[config.mk]
export PLATFORM = sky130hd
export DESIGN_NAME = lru_key_value_cache_top
export DESIGN_NICKNAME = d
export VERILOG_FILES = /design/src/rtl/core/lkvc_pkg.sv /design/src/rtl/core/lru_key_value_cache_top.sv /design/src/rtl/core/lkvc_store.sv
export SDC_FILE = /design/constraint.sdc
export NUM_CORES = 2
export LEC_CHECK = 0
export BUFFER_PORTS_ARGS = -buffer_cell sky130_fd_sc_hd__buf_2
export CORE_MARGIN = 10
export CORE_UTILIZATION = 67
export CTS_CLUSTER_SIZE = 8
export DETAILED_ROUTE_END_ITERATION = 6
export HOLD_SLACK_MARGIN = 0.05
export PLACE_DENSITY = 0.85
export SYNTH_ARGS = -nofsm -noshare
export SYNTH_HDL_FRONTEND = slang
export SYNTH_SLANG_ARGS = --single-unit
[constraint.sdc]
create_clock -name clk -period 9.98 [get_ports clk]
set_input_delay 0.499 -clock clk [delete_from_list [all_inputs] [get_ports clk]]
set_output_delay 0.499 -clock clk [all_outputs]
set_load 0.05 [all_outputs]
[src/rtl/core/lkvc_pkg.sv]
// ============================================================================
// LRU key-value cache package
// Item types, field widths, register map and defaults shared by the cache.
// ============================================================================
package lkvc_pkg;

    localparam int KEY_W           = 32;
    localparam int DATA_W          = 32;
    localparam int CAP_W           = 5;
    localparam int APB_ADDR_W      = 3;
    localparam int APB_DATA_W      = 32;
    localparam int ENTRIES_DEFAULT = 16;

    localparam logic [CAP_W-1:0] CAP_RESET = 5'd16;

    // register index, taken from paddr[2]
    localparam logic REG_CAPACITY = 1'b0;

    localparam logic OP_GET = 1'b0;
    localparam logic OP_SET = 1'b1;

    typedef struct packed {
        logic              operation;
        logic [KEY_W-1:0]  key;
        logic [DATA_W-1:0] value;
    } req_t;

    typedef struct packed {
        logic              hit;
        logic [DATA_W-1:0] read_value;
        logic              evicted;
    } rsp_t;

endpackage

[src/rtl/core/lru_key_value_cache_top.sv]
// ============================================================================
// LRU key-value cache
// Fully associative key-value cache with least-recently-used replacement,
// APB capacity register and valid/stall item channels.
// ============================================================================
// The cache takes one GET or SET item per clock while cmd_stall is low and
// returns one result item for each, in order: the item is held in the input
// register, the entry store compares its key and updates the age ranks across
// all entries in parallel, and the result is registered. The result register
// lets a new item enter while a finished result waits. Capacity is written
// over APB at byte address 0 (reset 16; zero acts as one, values above the
// built entry count saturate) and should only change while the cache is idle.
// Valid bits, ages and the occupancy count clear at reset; no clearing pass.
module lru_key_value_cache_top
    import lkvc_pkg::*;
#(
    parameter int ENTRIES = ENTRIES_DEFAULT
)
(
    input  logic                  clk,
    input  logic                  rst_n,

    input  logic                  cmd_valid,
    output logic                  cmd_stall,
    input  req_t                  cmd,

    output logic                  res_valid,
    input  logic                  res_stall,
    output rsp_t                  res,

    input  logic                  psel,
    input  logic                  penable,
    input  logic                  pwrite,
    input  logic [APB_ADDR_W-1:0] paddr,
    input  logic [APB_DATA_W-1:0] pwdata,
    output logic [APB_DATA_W-1:0] prdata,
    output logic                  pready
);

    logic             cap_sel;
    logic [CAP_W-1:0] cap_reg;
    logic             in_valid_reg;
    logic             in_valid_next;
    req_t             in_item_reg;
    logic             res_valid_reg;
    rsp_t             res_reg;
    rsp_t             store_rsp;
    logic             advance;
    logic             accept;

    assign pready  = 1'b1;
    assign cap_sel = (paddr[2] == REG_CAPACITY);
    assign prdata  = cap_sel ? APB_DATA_W'(cap_reg) : '0;

    always_ff @(posedge clk or negedge rst_n)
    begin
        if (!rst_n)
        begin
            cap_reg <= CAP_RESET;
        end
        else if (psel && penable && pwrite && pready && cap_sel)
        begin
            cap_reg <= pwdata[CAP_W-1:0];
        end
    end

    assign advance   = !res_valid_reg || !res_stall;
    assign cmd_stall = in_valid_reg && !advance;
    assign accept    = cmd_valid && !cmd_stall;

    always_comb
    begin
        if (accept)
        begin
            in_valid_next = 1'b1;
        end
        else if (advance)
        begin
            in_valid_next = 1'b0;
        end
        else
        begin
            in_valid_next = in_valid_reg;
        end
    end

    always_ff @(posedge clk or negedge rst_n)
    begin
        if (!rst_n)
        begin
            in_valid_reg  <= 1'b0;
            res_valid_reg <= 1'b0;
        end
        else
        begin
            in_valid_reg <= in_valid_next;
            if (advance)
            begin
                res_valid_reg <= in_valid_reg;
            end
        end
    end

    always_ff @(posedge clk)
    begin
        if (accept)
        begin
            in_item_reg <= cmd;
        end
        if (advance && in_valid_reg)
        begin
            res_reg <= store_rsp;
        end
    end

    lkvc_store #(
        .ENTRIES (ENTRIES)
    ) u_store (
        .clk      (clk),
        .rst_n    (rst_n),
        .upd_en   (advance && in_valid_reg),
        .req      (in_item_reg),
        .capacity (cap_reg),
        .rsp      (store_rsp)
    );

    assign res_valid = res_valid_reg;
    assign res       = res_reg;

endmodule

[src/rtl/core/lkvc_store.sv]
// ============================================================================
// LRU key-value cache entry store
// Fully associative entries with age ranks; lookup, insert, evict and
// recency update for one item per cycle when upd_en is high.
// ============================================================================
module lkvc_store
    import lkvc_pkg::*;
#(
    parameter int ENTRIES = ENTRIES_DEFAULT
)
(
    input  logic             clk,
    input  logic             rst_n,
    input  logic             upd_en,
    input  req_t             req,
    input  logic [CAP_W-1:0] capacity,
    output rsp_t             rsp
);

    localparam int AGE_W = (ENTRIES > 1) ? $clog2(ENTRIES) : 1;
    localparam int CNT_W = $clog2(ENTRIES + 1);
    localparam int CMP_W = (CNT_W > CAP_W) ? CNT_W : CAP_W;

    logic [ENTRIES-1:0] valid_reg;
    logic [ENTRIES-1:0] valid_next;
    logic [AGE_W-1:0]   age_reg  [ENTRIES];
    logic [AGE_W-1:0]   age_next [ENTRIES];
    logic [CNT_W-1:0]   count_reg;
    logic [CNT_W-1:0]   count_next;
    logic [KEY_W-1:0]   key_reg  [ENTRIES];
    logic [DATA_W-1:0]  data_reg [ENTRIES];

    logic [ENTRIES-1:0] match_vec;
    logic [ENTRIES-1:0] oldest_vec;
    logic [ENTRIES-1:0] free_vec;
    logic [ENTRIES-1:0] free_first;
    logic [ENTRIES-1:0] touch_vec;
    logic [ENTRIES-1:0] key_we;
    logic [ENTRIES-1:0] data_we;
    logic               hit_any;
    logic [DATA_W-1:0]  hit_data;
    logic [AGE_W-1:0]   hit_age;
    logic [AGE_W-1:0]   oldest_age;
    logic [AGE_W-1:0]   touch_old;
    logic [CMP_W-1:0]   cap_ext;
    logic [CMP_W-1:0]   eff_cap;
    logic               room;
    logic               is_set;
    logic               do_insert;
    logic               do_evict;
    logic               do_touch;

    always_comb
    begin
        is_set     = (req.operation == OP_SET);
        oldest_age = AGE_W'(count_reg - CNT_W'(1));
        hit_data   = '0;
        hit_age    = '0;
        for (int j = 0; j < ENTRIES; j++)
        begin
            match_vec[j]  = valid_reg[j] && (key_reg[j] == req.key);
            oldest_vec[j] = valid_reg[j] && (age_reg[j] == oldest_age);
            hit_data      = hit_data | ({DATA_W{match_vec[j]}} & data_reg[j]);
            hit_age       = hit_age | ({AGE_W{match_vec[j]}} & age_reg[j]);
        end
        hit_any    = |match_vec;
        free_vec   = ~valid_reg;
        free_first = free_vec & (~free_vec + ENTRIES'(1));

        cap_ext = CMP_W'(capacity);
        if (cap_ext == '0)
        begin
            eff_cap = CMP_W'(1);
        end
        else if (cap_ext > CMP_W'(ENTRIES))
        begin
            eff_cap = CMP_W'(ENTRIES);
        end
        else
        begin
            eff_cap = cap_ext;
        end
        room = CMP_W'(count_reg) < eff_cap;

        do_insert = is_set && !hit_any && room;
        do_evict  = is_set && !hit_any && !room;
        do_touch  = hit_any || do_evict;
        touch_vec = hit_any ? match_vec : oldest_vec;
        touch_old = hit_any ? hit_age : oldest_age;

        valid_next = valid_reg;
        count_next = count_reg;
        for (int j = 0; j < ENTRIES; j++)
        begin
            age_next[j] = age_reg[j];
            key_we[j]   = 1'b0;
            data_we[j]  = 1'b0;
            if (do_insert)
            begin
                if (free_first[j])
                begin
                    valid_next[j] = 1'b1;
                    age_next[j]   = '0;
                    key_we[j]     = 1'b1;
                    data_we[j]    = 1'b1;
                end
                else if (valid_reg[j])
                begin
                    age_next[j] = age_reg[j] + AGE_W'(1);
                end
            end
            else if (do_touch)
            begin
                if (touch_vec[j])
                begin
                    age_next[j] = '0;
                    key_we[j]   = do_evict;
                    data_we[j]  = is_set;
                end
                else if (valid_reg[j] && (age_reg[j] < touch_old))
                begin
                    age_next[j] = age_reg[j] + AGE_W'(1);
                end
            end
        end
        if (do_insert)
        begin
            count_next = count_reg + CNT_W'(1);
        end

        rsp.hit        = hit_any;
        rsp.read_value = (!is_set && hit_any) ? hit_data : '0;
        rsp.evicted    = do_evict;
    end

    always_ff @(posedge clk or negedge rst_n)
    begin
        if (!rst_n)
        begin
            valid_reg <= '0;
            count_reg <= '0;
            for (int j = 0; j < ENTRIES; j++)
            begin
                age_reg[j] <= '0;
            end
        end
        else if (upd_en)
        begin
            valid_reg <= valid_next;
            count_reg <= count_next;
            for (int j = 0; j < ENTRIES; j++)
            begin
                age_reg[j] <= age_next[j];
            end
        end
    end

    always_ff @(posedge clk)
    begin
        for (int j = 0; j < ENTRIES; j++)
        begin
            if (upd_en && key_we[j])
            begin
                key_reg[j] <= req.key;
            end
            if (upd_en && data_we[j])
            begin
                data_reg[j] <= req.value;
            end
        end
    end

endmodule
==> results.yml <==
run_status:
  status: "finished, final reports clean"
critical_path:
  worstPathArrival_ns: 6.89
  timing.rr.start: "in_item_reg[45]"
  rr_endpoint: "u_store.data_reg[0][52]"
  crit_chain: "buf_4, xnor2_1, nand2_1, nor4_1, and3_2, buf_4, nor4_1, and4_4, inv_4, nor3_2, buf_4, a21oi_1, nor2b_4, buf_4"
  r2r_setup_slack_ns: 3.51
  slowest_delay_ns: 1.10
  r2r_cells: 14
  end_kind: "register"
  crit_type: "reg2reg"
  critPathLaunchType: "register"
  critPathSlowestCell: "nor4_1"
  critical_path.max_fanout: 34
  required_ns: 10.40
  crit_path_frequent_cell: "buf_4"
yosys:
  synth-seq-area-share_pct: 68.21
  synthTopCellsByArea: "edfxtp_1 64%, xnor2_1 8.2%, dfrtp_1 4.3%"
  yosysMostFrequentCell: "edfxtp_1"
  synth_top_area_share_pct: 63.85
  syn-cell-area_mm2: 0.05282
  synth_common_cells: "1,123 x edfxtp_1, 494 x xnor2_1, 230 x nand4_1"
  ys_ff_latch: 1215
  synth_cell_type_count: 96
  synth_edf_count: 1123
  ys_async_sr_fraction_pct: 7.572
  synth_top_area_cell: "edfxtp_1"
  ys.flop_type: "edfxtp_1"
  synth.avg_cell_area_um2: 14.83
  syn_inst: 3562
  yosys_warnings: 0
timing:
  slew_violations: 0
  setup_tns_ns: 0
  rsz0062_at_grt: "no"
  clock_skew_ns: 0.07454
  period_share_pct: 64.82
  hold_violations: 0
  maxSlewHeadroom_pct: 11.54
  finalSetupViolCount: 0
  layout_min_cycle_time_ns: 6.469
  maxClockFrequency_mhz: 154.6
  worst_pin_slew_ns: 1.315
finish:
  multiInputGateArea_mm2: 0.01546
  post-route-cell-area_mm2: 0.06003
  drive_above_1_share_pct: 13.06
  instances_no_fill: 4953
  syn2layout_area_growth_pct: 13.66
  nets: 3991
  regArea_mm2: 0.03603
  fillers: 4063
cts:
  cts_root_buffer: "clkbuf_16"
  clk_pin_slew_worst_paths_ns: 0.06
  cts_resized: 0
  numCtsBuffers: 169
  cts-htree-levels: 4
  ctsHoldBuffers: 74
  cts_num_sinks: 1215
  cts_tree: "done"
  cts_max_path_buffers: 3
  insertion_delay_ns: 0.80
  post_cts_buffers: 0
route:
  drcViolationCount: 0
  ant_nets: 0
  routed_wl_um: 158800
  routed-via-count: 35970
  drtPass1Iterations: 7
  first_iter_violations: 5791
  avgRoutedWirePerCell_um: 32.07
  viasPerCell: 7.262
placement:
  place_area_mm2: 0.05447
  gp_congestion: 0.9936
  dp_hpwl_um: 82310
  place_inst: 4641
  numPortBuffers: 118
worst_hold_path:
  min_path_cells: 3
  hp-start: "pwrite"
  hold_path_class: "in2reg"
  worstHoldEndpoint: "cap_reg[2]"
die:
  dieArea_mm2: 0.09046
  fp.coreArea_mm2: 0.07785
  die_x_um: 300.8
  initial_core_util_pct: 67.84
  io_pins: 176
  fp.dieH_um: 300.8
  core.rowCount: 102
grt:
  met1_usage_pct: 43.01
  groute.layer.met2.usage_pct: 54.27
  grt_pass1_vias: 36290
  grt_pass1_wl_um: 232000
  gr-usage-all-layers_pct: 34.63
  grt_start_max_net_pins: 53
  top_usage_layer: "met2"
  grt_antenna_before_repair: 2
  grt_overflow: 0
  grt_use_met3_pct: 8.767
power:
  p_leak_nw: 19.64
  power_density_mw_per_mm2: 247.2
  ir_worst_vdd_mv: 0.2208
run:
  cap_violations: 0
## cell families after synthesis
family	Yosys count	synth area share (%)
flip-flops	1215	68.21
buffers and inverters	290	3.122
XOR/XNOR	566	9.414
AO/OA/AOI/OAI	576	8.671
other	2	0.01422
AND/OR/NAND/NOR	841	9.000
multiplexers	25	0.4975
adder cells (fa/ha/maj)	47	1.071
## worst max-delay path by stage
| stage | slack [ns] | end | cells past startpoint | from |
|---|---|---|---|---|
| after detailed placement | 3.89 | u_store.data_reg[0][49] | 14 | in_item_reg[53] |
| after floorplan | 4.47 | u_store.data_reg[0][224] | 13 | in_item_reg[44] |
| final | 3.51 | u_store.data_reg[0][52] | 14 | in_item_reg[45] |
| after CTS | 3.78 | u_store.data_reg[0][34] | 14 | in_item_reg[40] |
| after global placement | 3.97 | u_store.data_reg[0][40] | 14 | in_item_reg[40] |
| after global routing | 3.41 | u_store.data_reg[0][52] | 14 | in_item_reg[45] |
## layer usage
layer | vias up | wire length (um) | share of wire (%)
met5 | - | 15 | 0.0094
met4 | 2 | 10910 | 6.9
li1 | 14370 | - | -
met1 | 17240 | 52320 | 33
met2 | 3496 | 73440 | 46
met3 | 865 | 22160 | 14
## placed cells by master (no fill, tap or decap), drive strengths merged, types with 15 or more instances in the layout
master	instances
dfrtp	91
xnor2	494
nand4	230
inv	82
a41oi	37
nand2	105
buf	223
edfxtp	1123
dlygate4sd3	74
a22o	137
nand2b	59
o2111ai	21
ha	38
xor2	72
nor3	69
a21oi	34
o21ai	84
conb	28
nor2b	19
nand3	97
a21o	15
a221oi	134
nor2	99
nor4	60
clkbuf	222
and3	29
mux2i	18
o211ai	24
## stage by stage
stage,power [mW],hold WS [ns],setup WS [ns],util (%)
2_1_floorplan,8.530,0.2034,4.470,-
6_report,14.84,0.2370,3.511,77.11
5_1_grt,15.26,0.2720,3.409,77.11
3_3_place_gp,9.261,0.4610,3.970,69.97
3_5_place_dp,9.384,0.4709,3.888,69.97
4_1_cts,14.70,0.2052,3.785,77.11
## final cells by class
type                    count  area share [%]
repair buffers            297           3.535
clock buffers             222           7.376
well taps                1040           2.168
multi-input cells        2083           25.75
diodes                      1        0.004169
clock inverters            15          0.6482
flip-flops and latches   1215           60.01
inverters                  80          0.5044
## power breakdown
part	switching [mW]	leakage [nW]	internal, mW
Clock	2.23	2.30	3.10
Sequential	0.486	11.3	6.16
Combinational	1.89	6.01	0.981
## worst max-delay path, delay by kind of cell (launching register included)
family / cells / cell delay, ns
AO/OA/AOI/OAI: 1 / 0.52
XOR/XNOR: 1 / 0.21
buffers and inverters: 5 / 1.90
flip-flops: 1 / 0.75
AND/OR/NAND/NOR: 7 / 2.62
(Power assumes the default switching activity.)
